**config.mk**
```make
export PLATFORM = sky130hd
export DESIGN_NAME = brf_bank
export DESIGN_NICKNAME = d
export VERILOG_FILES = /design/src/sv/brf_bank.sv
export SDC_FILE = /design/constraint.sdc
export NUM_CORES = 2
export LEC_CHECK = 0
export BUFFER_PORTS_ARGS = -buffer_cell sky130_fd_sc_hd__buf_2
export CAP_MARGIN = 20
export CORE_UTILIZATION = 34
export DETAILED_ROUTE_END_ITERATION = 8
export GPL_ROUTABILITY_DRIVEN = 0
export PLACE_DENSITY = 0.53
export SLEW_MARGIN = 10
export SYNTH_ARGS = -nofsm -noshare
export SYNTH_HDL_FRONTEND = slang
export SYNTH_SLANG_ARGS = --single-unit
```
**constraint.sdc**
```tcl
create_clock -name clk -period 2.9 [get_ports clk]
set_input_delay 0.58 -clock clk [delete_from_list [all_inputs] [get_ports clk]]
set_output_delay 0.58 -clock clk [all_outputs]
set_load 0.02 [all_outputs]
```
**src/sv/brf_bank.sv**
```systemverilog
// One byte-wide bank of the ring store: one write port, one registered read port.
// Depends on nothing; instantiated once per bank by the core.
module brf_bank #(
	parameter int RW = 9
) (
	input  logic          clk,
	input  logic          we,
	input  logic [RW-1:0] waddr,
	input  logic [7:0]    wdata,
	input  logic          re,
	input  logic [RW-1:0] raddr,
	output logic [7:0]    rdata_q
);

	logic [7:0] mem [2**RW];

	// Write one byte
	always_ff @(posedge clk) begin
		if (we) begin
			mem[waddr] <= wdata;
		end
	end

	// Read one byte, hold it until the next read
	always_ff @(posedge clk) begin
		if (re) begin
			rdata_q <= mem[raddr];
		end
	end

endmodule

```
Word level (Yosys, flattened, before mapping)
Memory sizes are Yosys's and may differ from the RTL's. A register that Yosys moved wholly into a read port is not among the register bits.
Index checks and enable logic that the tools add are counted.
{"block": "totals", "rom_bits": 0, "memories": 1, "inputBits": 29, "elab_cells": 3, "ramBits": 4096, "out_inout_bits": 8, "latchBits": 0, "reg_bits": 0}
{"block": "classes", "shifts": 0, "n_div": 0, "n_reduce_logical": 0, "addsub": 0, "mul": 0, "n_mux": 2, "n_eq_ne": 0, "bitwise_logic": 0, "magnitude_cmp": 0}
{"name": "mem", "words": 512, "word_bits": 8, "rd": 1, "rd_ports_with_merged_regs": 1, "wr": 1, "line": "15", "text": "logic [7:0] mem [2**RW];"}
{"operator": "$mux W1", "n": 2}

Depth between registers and ports, before layout
{"block": "logic_depth", "ltp_word": 2, "ltp_mapped": 12, "depth_no_buf": 7}

Worst setup path before layout
OpenSTA, ideal clock, no wires.
{"block": "synth_path", "path_kind": "in2reg", "start": "in raddr[0]", "end": "reg rdata_q[0], read port of mem, data pin", "path_buffers": 4, "setup_time_ns": 0.257, "t_arrival_ns": 2.434, "cell_stages": 10, "setup_slack_ns": 0.209, "required_time_ns": 2.643, "cell_sequence": "buf_4 -> buf_12 -> buf_12 -> buf_2 -> mux4_2 -> o21ai_0 -> nand3_1 -> nand4_1 -> o21ai_0 -> o2111a_1"}
{"element": "from (decl)", "line": "11", "text": "input logic [RW-1:0] raddr,"}
{"element": "to (decl)", "line": "12", "text": "output logic [7:0] rdata_q"}

==> run metrics <==
outcome finished with violations; failing checks setup timing; Mapped Nets just over 8000; critical path arrival around 3.8 ns; commonest cells after routing, fill and taps aside edfxtp_1 (4104), buf_4 (1489), mux2i_1 (797), mux4_2 (654), nor2_1 (595); fin worst setup slack -0.0169 ns; Area contributors post-synth edfxtp_1 (77%), mux4_2 (9.2%), mux2i_1 (5.0%), o221ai_1 (2.0%), nor2_1 (1.4%); num ports 37; Tot GR Track Use 0.188; initial antenna violation count 23; Routed met3 length 29200 um; H-tree depth 5; clk_lat worst skew 1.00 ns; met1 wire length approximately 190000 um; CTS max path bufs 4; setup TNS -0.0169 ns; first-pass detailed-route iteration total 6; CP Class input port to flip-flop; Avg WL per Cell 28.0 um; flops & latches, synth between 4000 and 5000; CTS tree yes; clock slew at reported path FFs 0.06 ns; worst r2r src mem[264][0]; CORE AREA 468000 um^2; peak supply drop ~0.00060 V; first-pass GRT wire length 646000 um; Inst Count DP approximately 15000; post-synth cell types 50; Design Power about 130 mW; Worst Path Required 3.76 ns; hold endpoint mem[327][4]; Hold Startpoint wdata[4]; die area 473000 um^2; DR top layer met5; highest clock rate between 300 and 400 MHz; number of synthesis warnings 0; Clock power frac 0.430; # DRC 0; fin nets around 9700; root buffer cell clkbuf_16; share of flip-flops with an asynchronous set or reset 0; Initial Util 0.342; Slew Viols, Final 0; P_sw ~28 mW; Post-synth EDFFs 4104; Overflow after GRT 0; crit-path max FO 46; Final HPWL DP between 300000 and 400000 um; layout cell share with drive strength beyond 1 0.302; commonest non-fill, non-tap cell in the layout edfxtp_1; die span in x around 690 um; hold depth 1; final std cells w/o fill 16200; Tightest Hold Check Type input port to flip-flop; ANT nets after route 0; Startpoint Class input port; Worst Tran Pin Value 1.17 ns; final clock skew 0.0583 ns; maxcap violations 0; min cycle time layout 2.92 ns; IO buf count 36; Chip Height between 600 and 700 um; Sw Ratio 0.216; share of the synthesized area in the top cell type 0.770; Yosys top cell by area edfxtp_1; Logic pwr share 0.056; Num CTS Buffers 417; Worst R2R End rdata_q[0]; Post-Synthesis Cell Area 160000 um^2; period utilization 1.01; Sequential Power Share 0.513; Synth Area per Inst roughly 20 um^2; Synth Instances 8030; final setup vio count 1; Vias/cell around 5.3; largest net degree at the start of global routing 135; post-synthesis sequential area ratio 0.770; Internal 99.8 mW; Worst Setup End Kind flip-flop; pwr/cell area around 650 nW/um^2; Synth Flop Type edfxtp_1; Util after Layout 0.416; Detailed Route WL ~450000 um; 1st-iter DRT viols approximately 9200; Slew headroom 0.211; Worst Reg-to-Reg Cells 10; layout overhead on the synthesized area 21.6%; clock sinks roughly 4000; Rows 251; DR vias around 86000; flop2flop setup slack 0.11 ns; vias in the first global route 87500; Lkg Pwr about 65 nW; met2 WL post-DR about 220000 um; Hold Fails Final Rpt 0
## worst max-delay path by stage
stage | startpoint | endpoint | slack (ns)
after floorplan | raddr[0] | rdata_q[0] | 0.21
final | raddr[2] | rdata_q[4] | -0.02
after global placement | raddr[0] | rdata_q[6] | -1.93
after detailed placement | raddr[0] | rdata_q[5] | -1.34
after global routing | mem[275][2] | rdata_q[2] | -0.004
after CTS | raddr[0] | rdata_q[3] | 0.03
## per-layer routing
layer  GRT usage  up-vias
li1            -    36800
met1       0.259    45500
met2       0.313     3016
met3      0.0273      570
met4      0.0503        8
met5           0        -
## logic make-up (layout without fill, tap and decap cells)
group / after synthesis / in the layout / share of synthesized area
flops: 4104 / 4104 / 0.770
mux: 1451 / 1451 / 0.142
simple gates: 980 / 980 / 0.0263
compound gates: 979 / 979 / 0.0431
buf+inv: 516 / 2504 / 0.0185
other cells: 0 / 9 / 0
## sequential cells by signal (all words and copies together), names as in the netlist
signal / count
mem: 4096
rdata_q: 8
## synthesized netlist by cell type, drive strengths merged (7+ instances only)
| master | count |
|---|---|
| o21ai | 119 |
| o22ai | 163 |
| nand3 | 36 |
| a21oi | 194 |
| nand4 | 32 |
| mux4 | 654 |
| a22oi | 61 |
| o2111a | 8 |
| o41ai | 7 |
| nor4 | 36 |
| clkbuf | 265 |
| nor3b | 8 |
| and2 | 20 |
| a211oi | 17 |
| nand2 | 111 |
| mux2i | 797 |
| buf | 248 |
| nor2 | 597 |
| nor3 | 109 |
| o221ai | 372 |
| edfxtp | 4104 |
| o31ai | 13 |
## power by group through the flow
stage	sequential, mW	combinational (mW)	clock [mW]
floorplan	66.6	3.11	0
global placement	66.6	7.13	0
detailed placement	66.6	7.22	0
CTS	65.4	7.24	55.8
global route	65.4	7.52	57.9
finish	65.4	7.18	54.8
## what timing repair did
item                       CTS  global route
setup endpoints to repair    5             6
pin swaps                    0             2
resized for setup            8             9
hold buffers                 4             0
buffers inserted             0             1
hold endpoints to repair    53             0
## per-stage QoR
stage / hold WS (ns) / area (um^2) / setup WS (ns)
6_report: 0.0609 / 195000 / -0.0169
4_1_cts: 0.00347 / 194000 / 0.0269
3_5_place_dp: 0.895 / 180000 / -1.34
3_3_place_gp: 0.894 / 180000 / -1.93
5_1_grt: 0.0256 / 195000 / -0.00382
2_1_floorplan: 0.679 / 160000 / 0.209
## worst max-delay path, cell delays in order
cell and delay, ns:
clkbuf_8 0.13, or2_4 0.33, buf_4 0.21, buf_12 0.19, o221ai_1 0.56, o21ai_0 0.18, nand3_1 0.20, nand3_1 0.31
o21ai_2 0.64, buf_12 0.17, o2111a_1 0.17
## area by class of cell
class	count	area [um^2]
repair buffers	1729	15500
flip-flops and latches	4104	123000
fillers	41100	273000
well taps	6198	7750
clock inverters	272	3150
inverters	3	18.8
diodes	9	22.5
clock buffers	500	10800
multi-input cells	3410	34100
Note: power is estimated with default switching activity, not from simulation.
