===== src/sv/brf_pkg.sv =====
// Shared types and constants for the byte ring FIFO burst core.
// No dependencies; compiled first.
package brf_pkg;

	// Default geometry
	localparam int DEPTH_DEF = 4096;
	localparam int LANES_DEF = 8;

	// Fixed field widths of the request and response words
	localparam int KIND_W = 3;
	localparam int LEN_W  = 13;
	localparam int DATA_W = 64;
	localparam int BYTES  = DATA_W / 8;
	localparam int LW     = $clog2(BYTES);

	// Operation codes
	typedef enum logic [KIND_W-1:0] {
		KIND_PUT_PART  = 3'd0,
		KIND_PUT_EXACT = 3'd1,
		KIND_GET_PART  = 3'd2,
		KIND_GET_EXACT = 3'd3,
		KIND_PEEK_PART = 3'd4,
		KIND_PEEK_EXACT = 3'd5,
		KIND_COMMIT    = 3'd6,
		KIND_NOP       = 3'd7
	} kind_t;

	typedef struct packed {
		kind_t             kind;
		logic [LEN_W-1:0]  length;
		logic [DATA_W-1:0] data_bytes;
	} req_t;

	typedef struct packed {
		logic [LEN_W-1:0]  granted;
		logic [DATA_W-1:0] read_bytes;
		logic [LEN_W-1:0]  fill_level;
	} rsp_t;

endpackage


===== src/sv/brf_merge.sv =====
// Merge stage: rotates the bank outputs back into byte order and masks
// bytes beyond the grant. Depends on brf_pkg.
module brf_merge
	import brf_pkg::*;
#(
	parameter int LANES = LANES_DEF,
	parameter int BANKS = 8,
	parameter int BSW   = 3
) (
	input  logic [2**BSW-1:0][7:0] bank_q,
	input  logic [LW-1:0]          rot,
	input  logic [LEN_W-1:0]       grant,
	input  logic                   is_read,
	output logic [DATA_W-1:0]      read_bytes
);

	// Pick the bank that holds each output byte
	always_comb begin
		logic [BSW-1:0] sel;
		read_bytes = '0;
		for (int i = 0; i < BYTES; i++) begin
			sel = BSW'((LW+1)'(rot) + (LW+1)'(i)) & BSW'(BANKS - 1);
			if (is_read && (i < LANES) && (LEN_W'(i) < grant)) begin
				read_bytes[i*8 +: 8] = bank_q[sel];
			end
		end
	end

endmodule


===== config.mk =====
export PLATFORM = sky130hd
export DESIGN_NAME = brf_merge
export DESIGN_NICKNAME = d
export VERILOG_FILES = /design/src/sv/brf_pkg.sv /design/src/sv/brf_merge.sv
export SDC_FILE = /design/constraint.sdc
export NUM_CORES = 1
export LEC_CHECK = 0
export BUFFER_PORTS_ARGS = -buffer_cell sky130_fd_sc_hd__buf_4
export CORE_MARGIN = 2
export CORE_UTILIZATION = 51
export DETAILED_ROUTE_END_ITERATION = 10
export GPL_TIMING_DRIVEN = 0
export PLACE_DENSITY = 0.81
export SLEW_MARGIN = 20
export SYNTH_ARGS = -nofsm -noshare
export SYNTH_HDL_FRONTEND = slang
export SYNTH_SLANG_ARGS = --single-unit

===== constraint.sdc =====
create_clock -name vclk -period 4.7
set_input_delay 0.94 -clock vclk [all_inputs]
set_output_delay 0.94 -clock vclk [all_outputs]
set_load 0.01 [all_outputs]

---- Word-level counts from Yosys, hierarchy flattened ----
Index checks and enable logic that the tools add are counted.
operators by class
  equal/unequal tests ..................... 0
  bitwise operators ....................... 0
  divide/modulo/power cells ............... 0
  multipliers ............................. 0
  add/subtract/negate cells ............... 7
  mux-type cells .......................... 24
  order comparisons ....................... 16
  reductions and logical operators ........ 8
  shift operators ......................... 0
operators with widths
  cell                                                                   number
  8-bit binary-select mux with 3-bit select                              8
  8-bit two-way mux                                                      16
  3-bit by 13-bit < comparator with 1-bit output (first input constant)  4
  3-bit by 4-bit < comparator with 1-bit output (second input constant)  8
  1-bit by 13-bit < comparator with 1-bit output (first input constant)  2
  2-bit by 13-bit < comparator with 1-bit output (first input constant)  2
  3-bit adder (second input constant)                                    4
  1-bit logical AND                                                      8
  3-bit by 2-bit adder with 3-bit output (second input constant)         2
  3-bit by 1-bit adder with 3-bit output (second input constant)         1
storage, ports and cells
  input bits .............................. 81
  output and inout port bits .............. 64
  ROM bits ................................ 0
  flip-flop bits (word level) ............. 0
  memories kept ........................... 0
  latch bits .............................. 0
  bits in writable memories ............... 0

---- Longest topological paths before layout ----
Gate-level depths: netlist of run 1.
  depth after elaboration ................. 4
  gate-level depth with buffers ........... 10
  mapped depth without buffers ............ 5

---- Worst setup path before layout of run 1 ----
No wires, ideal clock.
  kind .................................... input to output
  start point ............................. input port rot[1]
  end point ............................... output port read_bytes[30]
  data required time ...................... 3.760 ns
  slack ................................... 0.665 ns
  arrival ................................. 3.095 ns
  cell stages on the path ................. 9
  buffers on the path ..................... 4
  path through ............................ buf_2 buf_2 buf_4 inv_1 ha_1 xnor2_2 buf_4 mux4_2 nor2_1
between the ends
  longest elaborated chain between the ends .. 4
RTL lines
  what                                       line             text
  start: declaration                         brf_merge.sv:11  input logic [LW-1:0] rot,
  3-bit by 2-bit adder with 3-bit output     brf_merge.sv:22  sel = BSW'((LW+1)'(rot) + (LW+1)'(i)) & BSW'(BANKS - 1);
  8-bit binary-select mux with 3-bit select  brf_merge.sv:24  read_bytes[i*8 +: 8] = bank_q[sel];
  8-bit two-way mux (implied by the code)    brf_merge.sv:24
  8-bit two-way mux                          brf_merge.sv:23  if (is_read && (i < LANES) && (LEN_W'(i) < grant)) begin
  end: declaration                           brf_merge.sv:14  output logic [DATA_W-1:0] read_bytes
Every way passes these cells. The select of a mux whose other input is x is not followed.

---- Final worst setup path of run 1 ----
  start point ............................. input port rot[1]
  end point ............................... output port read_bytes[60]
between the ends
  longest elaborated chain between the ends .. 4
RTL lines
  what                                       line
  3-bit adder                                brf_merge.sv:22
  8-bit binary-select mux with 3-bit select  brf_merge.sv:24
  8-bit two-way mux (implied by the code)    brf_merge.sv:24
  8-bit two-way mux                          brf_merge.sv:23
Every way passes these cells. The select of a mux whose other input is x is not followed.

==> results by group, run 1 <==
Global route
  • Vias in the first global route: roughly 4200
  • GRT Util Overall: a little under two fifths
  • Largest net degree at the start of global routing: 11
  • Initial antenna violation count: 0
  • First-pass GRT wire length: 22100 um
  • Total gr overflow: 0

Drt
  • Uppermost layer routed: met4
  • Average wire per standard cell: about 25 um
  • Initial DRC Count: 545
  • Post-route met1 wirelength: around 5600 um
  • Met2 wire length: ~6700 um
  • First-pass DRT Iterations: 5
  • DRT antenna net count: 0
  • Via count: around 4200
  • DRC: 0
  • Met3 Wirelength: approximately 2000 um
  • Via-to-Cell Ratio: roughly 7.2
  • Final WL: between 10000 and 15000 um

Synth
  • Top cell type by total area after synthesis: mux2i_1
  • Seq/Total Area, Yosys: 0%
  • Synth area leaders: mux2i_1 (21%), mux4_2 (21%), mux2_2 (16%), o22ai_1 (7.4%), o41ai_4 (4.9%)
  • Synth warnings: 0
  • Cell count after synthesis: about 360
  • Syn nets: ~450
  • Syn avg cell area: between 9 and 10 um2
  • Synthesized cell area: 0.00339 mm2
  • Synth cell types: 30
  • Yosys top cell area share: between 20% and 30%

STA
  • Maximum clock frequency: between 200 and 250 MHz
  • RSZ-0062 raised after global routing: no
  • Setup TNS: 0 ps
  • Endpoints failing hold: 0
  • Final setup violation count: 0
  • Final Critical Period: roughly 4600 ps
  • Fin worst setup slack: around 82 ps
  • Tcrit/Tclk final: 98.3%
  • Slew Limit Fails: 0
  • Worst Tran Pin Value: around 1100 ps
  • Max_slew headroom: about 30%

Floorplanning
  • Die height: about 85 um
  • Die area: 0.00731 mm2
  • Rows: 29
  • Die width: roughly 85 um
  • Io pins: around 150
  • Initial Util: between 50 and 60%
  • Area of the core: between 0.006 and 0.007 mm2

Layout
  • Ant. Diodes: 0
  • FF/Latch Area: 0 um2
  • Layout sequential cell count: 0
  • Layout fillers: 515
  • Clock buffer cells: 0
  • Layout cells sized above 1: approximately 51%
  • Multi-input logic area: between 0.003 and 0.004 mm2
  • Design Area, Final: between 0.004 and 0.005 mm2
  • Synth-to-layout area growth: 34.9%
  • Nets: approximately 600

Power and ir drop
  • Psw: around 0.32 mW
  • Peak VDD IR: ~80 uV
  • Internal Power: about 0.32 mW
  • Sw Ratio: 50.1%
  • Pwr Density: 140 mW/mm2
  • Power share of the clock group: 0%
  • Comb pwr share: 100.0%
  • Power share of the sequential group: 0%
  • Pleak: a little over 2 nW

Min path
  • Hold Crit Class: in2out

Placement
  • Placed cell area: around 0.0046 mm2
  • # port buffers: around 140
  • Pre-CTS setup slack: about 37 ps
  • Routability cong.: ~1.0
  • HPWL Detailed: roughly 11000 um

Worst setup path
  • Worst Path Required: 3760 ps
  • Critical path type: in2out
  • Critical Path End Type: output port
  • Worst path arrival time: 3680 ps
  • CP Launch Type: primary input
  • CP Max Fanout: 10

Outcome
  • Outcome: finished clean

Clock tree
  • Hold_buf cts: 0

Flow run
  • Number of max-cap violations: 0
[worst max-delay path: stages]
cell and delay, ps:
buf_4 80, buf_2 220, buf_2 310, buf_4 290, inv_1 80, ha_1 280, buf_2 230, clkbuf_4 310
mux2i_1 160, mux4_2 470, nor2_1 160, buf_4 150
[final timing paths]
path	start	to	slack [ps]	cells past startpoint
max	rot[1]	read_bytes[60]	80	12
min	bank_q[20]	read_bytes[52]	2430	4
[stage by stage]
| stage | hold WS, ps | power (mW) | cells | utilization (%) |
|---|---|---|---|---|
| floorplan | 2150 | 0.375 | 362 | - |
| global placement | 2410 | 0.607 | 582 | 71.4 |
| detailed placement | 2420 | 0.621 | 582 | 71.4 |
| CTS | 2420 | 0.623 | 582 | 71.4 |
| global route | 2450 | 0.668 | 581 | 71.6 |
| finish | 2430 | 0.640 | 581 | 71.6 |
[cell families (layout without fill, tap and decap cells)]
group	after synthesis	in the layout	synth area share (%)
buffers and inverters	38	180	5.91
xor gates and xnor gates	3	3	0.998
and+or+nand+nor	93	93	13.3
adders and majority gates	2	2	0.739
muxes	152	152	58.5
AOI/OAI and AO/OA	74	74	20.5
[cell usage after synthesis (2+ instances only)]
cell / number
or2_2: 2
a2111oi_0: 8
mux4_2: 32
or4_1: 4
buf_4: 8
nor3_1: 24
clkbuf_1: 11
nor2b_1: 9
o31ai_4: 2
buf_2: 15
nor2_1: 41
o32ai_1: 8
ha_1: 2
o22ai_1: 40
nand2b_1: 2
mux2i_1: 72
o41ai_4: 6
inv_1: 2
a2111oi_1: 8
and2_1: 9
mux2_2: 48
[per-layer routing]
| metal | vias up | GRT usage [%] |
|---|---|---|
| li1 | 1779 | - |
| met1 | 1990 | 51.8 |
| met2 | 376 | 59.1 |
| met3 | 61 | 7.22 |
| met4 | 0 | 15.0 |
| met5 | - | 0 |
[area by class of cell]
type	count	area share, %
Buffer	35	4.24
Inverter	2	0.164
Timing Repair Buffer	143	23.5
Multi-Input combinational cell	324	70.0
Tap cell	77	2.11
[layout by cell type, fill, tap and decap left out, types with 9 or more instances in the layout]
cell type  synthesis  final
and2_1             9      9
buf_2             15     13
buf_4              8    151
clkbuf_1          11     10
mux2_2            48     48
mux2i_1           72     72
mux4_2            32     32
nor2_1            41     41
nor2b_1            9      9
nor3_1            24     24
o22ai_1           40     40
[power groups by stage]
stage               sequential [mW]  combinational [mW]  clock [mW]
finish                            0               0.640           0
global route                      0               0.668           0
CTS                               0               0.623           0
detailed placement                0               0.621           0
global placement                  0               0.607           0
floorplan                         0               0.375           0
[repair_timing]
| item | in CTS | in global routing |
|---|---|---|
| setup buffers | 0 | 0 |
| resized for setup | 0 | 3 |
| endpoints found under the setup margin | 0 | 11 |
(Power assumes the default switching activity.)
==> run 2: changes to the inputs <==
--- a/config.mk
+++ b/config.mk
@@ -11,6 +11,7 @@
 export DETAILED_ROUTE_END_ITERATION = 10
 export GPL_TIMING_DRIVEN = 0
 export PLACE_DENSITY = 0.81
+export SETUP_SLACK_MARGIN = 0.3
 export SLEW_MARGIN = 20
 export SYNTH_ARGS = -nofsm -noshare
 export SYNTH_HDL_FRONTEND = slang
==> results by group, run 2 (synthesized netlist as in run 1, its figures left out) <==
Worst setup path
  • CP Max Fanout: 10 (unchanged)
  • WP buf/inv: 8 (unchanged)
  • Crit path cell chain: buf_4 -> buf_2 -> buf_6 -> buf_6 -> inv_1 -> ha_1 -> clkbuf_4 -> buf_6 -> mux2i_1 -> mux4_2 -> nor2_1 -> buf_4
  • Slowest stage delay, CP: 480 ps (about the same)
  • Slowest-stage cell, CP: mux4_2
  • CP most frequent cell: buf_6
  • Worst path arrival time: 3390 ps (-290 ps)
  • Delay-heaviest family, CP: buffers and inverters
  • Critical path type: in2out
  • CP Launch Type: primary input
  • Critical Path End Type: output port
  • Worst Path Required: 3760 ps (about the same)

Layout
  • Commonest cells after routing, fill and taps aside: buf_4 (147), mux2i_1 (72), mux2_2 (48), nor2_1 (41), o22ai_1 (40)
  • FF/Latch Area: 0 um2 (unchanged)
  • Layout cells sized above 1: 51.6% (+0.19 points)
  • Ant. Diodes: 0 (unchanged)
  • Nets: 591 (+0.34%)
  • Most common cell after layout, fill and taps aside: buf_4
  • Layout sequential cell count: 0 (unchanged)
  • Layout fillers: 512 (-0.58%)
  • Multi-input logic area: 0.00320 mm2 (unchanged)
  • Final core occ: 72.3% (+0.78 points)
  • Synth-to-layout area growth: 36.4%
  • Clock buffer cells: 0 (unchanged)

Global route
  • First-pass GRT wire length: 22300 um (+0.75%)
  • Largest net degree at the start of global routing: 11 (unchanged)
  • Vias in the first global route: 4276 (+0.73%)
  • Total gr overflow: 0 (unchanged)
  • GRT Util Overall: 38.2% (+0.33 points)
  • Initial antenna violation count: 0 (unchanged)

Drt
  • Average wire per standard cell: 25.3 um (about the same)
  • Via-to-Cell Ratio: 7.27 (+0.44%)
  • DRT antenna net count: 0 (unchanged)
  • Initial DRC Count: 483 (-11%)
  • First-pass DRT Iterations: 5 (unchanged)
  • DRC: 0 (unchanged)
  • Via count: 4239 (+0.78%)
  • Final WL: 14700 um (+0.29%)

STA
  • Setup TNS: 0 ps (unchanged)
  • Maximum clock frequency: 231 MHz (+6.6%)
  • Worst Tran Pin Value: 1100 ps (+45.6 ps)
  • Final Critical Period: 4330 ps (-286 ps)
  • Max_slew headroom: 26.4% (-3.1 points)
  • Endpoints failing hold: 0 (unchanged)
  • Tcrit/Tclk final: 92.2% (-6.1 points)
  • Final setup violation count: 0 (unchanged)
  • Slew Limit Fails: 0 (unchanged)
  • RSZ-0062 raised after global routing: no
  • Final hold slack: 2430 ps (+2.96 ps)

Floorplanning
  • Rows: 29 (unchanged)
  • Die height: 85.5 um (unchanged)
  • Die area: 0.00731 mm2 (unchanged)
  • Initial Util: 53.0% (unchanged)
  • Io pins: 145 (unchanged)
  • Area of the core: 0.00639 mm2 (unchanged)
  • Die width: 85.5 um (unchanged)

Placement
  • Routability cong.: 1.02 (unchanged)
  • HPWL Detailed: 11500 um (unchanged)
  • # port buffers: 143 (unchanged)

Clock tree
  • Hold_buf cts: 0 (unchanged)

Min path
  • Hold Crit Class: in2out

Outcome
  • Outcome: finished clean

Power and ir drop
  • Pleak: 2.08 nW (+1.1%)
  • Peak VDD IR: 84.2 uV (+5.0%)
  • Pwr Density: 140 mW/mm2 (+0.32%)

Flow run
  • Number of max-cap violations: 0 (unchanged)
[run 2: area by class of cell]
class                           count  area share (%)
Multi-Input combinational cell    324            69.2
Tap cell                           77            2.09
Timing Repair Buffer              144            23.4
Inverter                            2           0.163
Buffer                             36            5.12
[run 2: where the power goes]
part | internal (mW) | total (mW) | leakage [nW] | switching, mW
sequential | 0 | 0 | 0 | 0
clock | 0 | 0 | 0 | 0
combinational | 0.326 | 0.649 | 2.08 | 0.323
[run 2: through the flow]
step	power (mW)	instance area (um2)	worst slack (ps)	cells
after floorplan	0.375	3390	665	362
after global placement	0.607	4560	142	582
after detailed placement	0.621	4560	37.1	582
after CTS	0.627	4580	295	583
after global routing	0.677	4620	322	583
final	0.649	4620	368	583
[run 2: worst paths after layout]
path / start / to / cells after the start
worst max-delay path: rot[1] / read_bytes[60] / 12
worst min-delay path: bank_q[21] / read_bytes[53] / 4
[run 2: timing repair]
action / in CTS / in global routing
setup buffers: 1 / 0
pin swaps: 1 / 0
endpoints found under the hold margin: 0 / 0
gates resized for setup: 5 / 10
setup endpoints to repair: 32 / 32
[run 2: metal layers]
metal	global-route usage (%)	routed length, um
met4	16.5	532
met1	51.5	5440
met5	0	0
met3	7.51	2030
met2	59.6	6740
==> run 3: changes to the inputs <==
==> constraint.sdc (replaced) <==
create_clock -name vclk -period 4.56
set_input_delay 0.912 -clock vclk [all_inputs]
set_output_delay 0.912 -clock vclk [all_outputs]
set_load 0.01 [all_outputs]
==> results by group, run 3 (synthesized netlist as in run 1, its figures left out) <==
STA
  • Maximum clock frequency: 239 MHz
  • Max_slew headroom: 30.3% (+4.0 points)
  • RSZ-0062 raised after global routing: no
  • Endpoints failing hold: 0 (unchanged)
  • Final Critical Period: 4190 ps
  • Slew Limit Fails: 0 (unchanged)
  • Setup TNS: 0 ps (unchanged)
  • Worst Tran Pin Value: 1040 ps (-58.9 ps)
  • Final setup violation count: 0 (unchanged)
  • Final hold slack: 2370 ps (-59.1 ps)
  • Tcrit/Tclk final: between 90% and 100%

Worst setup path
  • Critical Path End Type: output port
  • Worst path arrival time: 3280 ps (-110 ps)
  • CP Launch Type: primary input
  • Crit path cell chain: buf_4 -> clkbuf_4 -> buf_6 -> buf_6 -> inv_1 -> ha_1 -> buf_4 -> buf_6 -> mux2i_1 -> mux4_2 -> nor2_1 -> buf_4
  • Slowest-stage cell, CP: mux4_2
  • Delay-heaviest family, CP: buffers and inverters
  • Slowest stage delay, CP: 480 ps (about the same)
  • Worst Path Required: 3650 ps (-110 ps)
  • CP Max Fanout: 10 (unchanged)
  • WP buf/inv: 8 (unchanged)
  • Critical path type: in2out

Global route
  • Vias in the first global route: 4304 (+0.65%)
  • Initial antenna violation count: 0 (unchanged)
  • First-pass GRT wire length: 22400 um (+0.68%)
  • GRT Util Overall: 38.5% (+0.30 points)
  • Total gr overflow: 0 (unchanged)
  • Largest net degree at the start of global routing: 11 (unchanged)

Layout
  • Ant. Diodes: 0 (unchanged)
  • Layout cells sized above 1: 51.6% (unchanged)
  • Nets: 591 (unchanged)
  • Commonest cells after routing, fill and taps aside: buf_4 (148), mux2i_1 (72), mux2_2 (48), nor2_1 (41), o22ai_1 (40)
  • Layout sequential cell count: 0 (unchanged)
  • Synth-to-layout area growth: 36.5% (about the same)
  • Most common cell after layout, fill and taps aside: buf_4
  • Final core occ: 72.4% (about the same)
  • Design Area, Final: 0.00462 mm2 (about the same)
  • FF/Latch Area: 0 um2 (unchanged)
  • Clock buffer cells: 0 (unchanged)

Drt
  • Initial DRC Count: 488 (+1.0%)
  • Final WL: 14800 um (+0.27%)
  • Via-to-Cell Ratio: 7.29 (+0.26%)
  • Via count: 4250 (+0.26%)
  • First-pass DRT Iterations: 5 (unchanged)
  • Average wire per standard cell: 25.4 um (+0.27%)
  • DRC: 0 (unchanged)
  • DRT antenna net count: 0 (unchanged)

Power and ir drop
  • Overall power: 0.670 mW (+3.2%)
  • Peak VDD IR: 87.0 uV (+3.4%)
  • Pwr Density: 145 mW/mm2 (+3.2%)
  • Pleak: 2.08 nW (about the same)

Floorplanning
  • Rows: 29 (unchanged)
  • Die height: 85.5 um (unchanged)
  • Die area: 0.00731 mm2 (unchanged)
  • Die width: 85.5 um (unchanged)
  • Io pins: 145 (unchanged)
  • Area of the core: 0.00639 mm2 (unchanged)
  • Initial Util: 53.0% (unchanged)

Min path
  • Hold Crit Class: in2out

Clock tree
  • Hold_buf cts: 0 (unchanged)

Placement
  • Placed cell area: 0.00456 mm2 (unchanged)
  • Routability cong.: 1.02 (unchanged)
  • HPWL Detailed: 11500 um (unchanged)
  • # port buffers: 143 (unchanged)

Outcome
  • Outcome: finished clean

Flow run
  • Number of max-cap violations: 0 (unchanged)
[run 3: stage by stage]
stage / cells / setup WS (ps)
3_5_place_dp: 582 / -46.9
2_1_floorplan: 362 / 581
5_1_grt: 583 / 325
4_1_cts: 583 / 312
3_3_place_gp: 582 / 57.7
6_report: 583 / 370
[run 3: power breakdown]
group | leakage [nW] | switching, mW | total (mW) | internal (mW)
clock network | 0 | 0 | 0 | 0
logic | 2.08 | 0.333 | 0.670 | 0.336
registers | 0 | 0 | 0 | 0
[run 3: path summary, 6_finish.rpt]
path,startpoint,to,cells past startpoint,slack (ps)
setup / recovery,rot[1],read_bytes[60],12,370
hold / removal,bank_q[20],read_bytes[52],4,2370
[run 3: area by class of cell]
cell class / instances / area [um2]
inverters: 2 / 7.51
plain buffers: 36 / 239
well taps: 77 / 96.3
fillers: 511 / 1760
repair buffers: 144 / 1080
multi-input cells: 324 / 3200
[run 3: metal layers]
| layer | part of all wire (%) | up-vias | global-route usage [%] |
|---|---|---|---|
| li1 | - | 1779 | - |
| met1 | 37 | 1979 | 51.4 |
| met2 | 45 | 409 | 60.7 |
| met3 | 14 | 83 | 7.70 |
| met4 | 3.6 | 0 | 16.3 |
| met5 | 0 | - | 0 |
[run 3: timing repair]
| item | CTS | global route |
|---|---|---|
| pin swaps | 1 | 0 |
| gates resized for setup | 12 | 5 |
| buffers inserted | 1 | 0 |
| setup endpoints to repair | 32 | 32 |
[run 3: worst min-delay path, cell delays in order]
cell and delay, ps:
buf_4 130, mux2i_1 170, a2111oi_1 110, buf_4 140
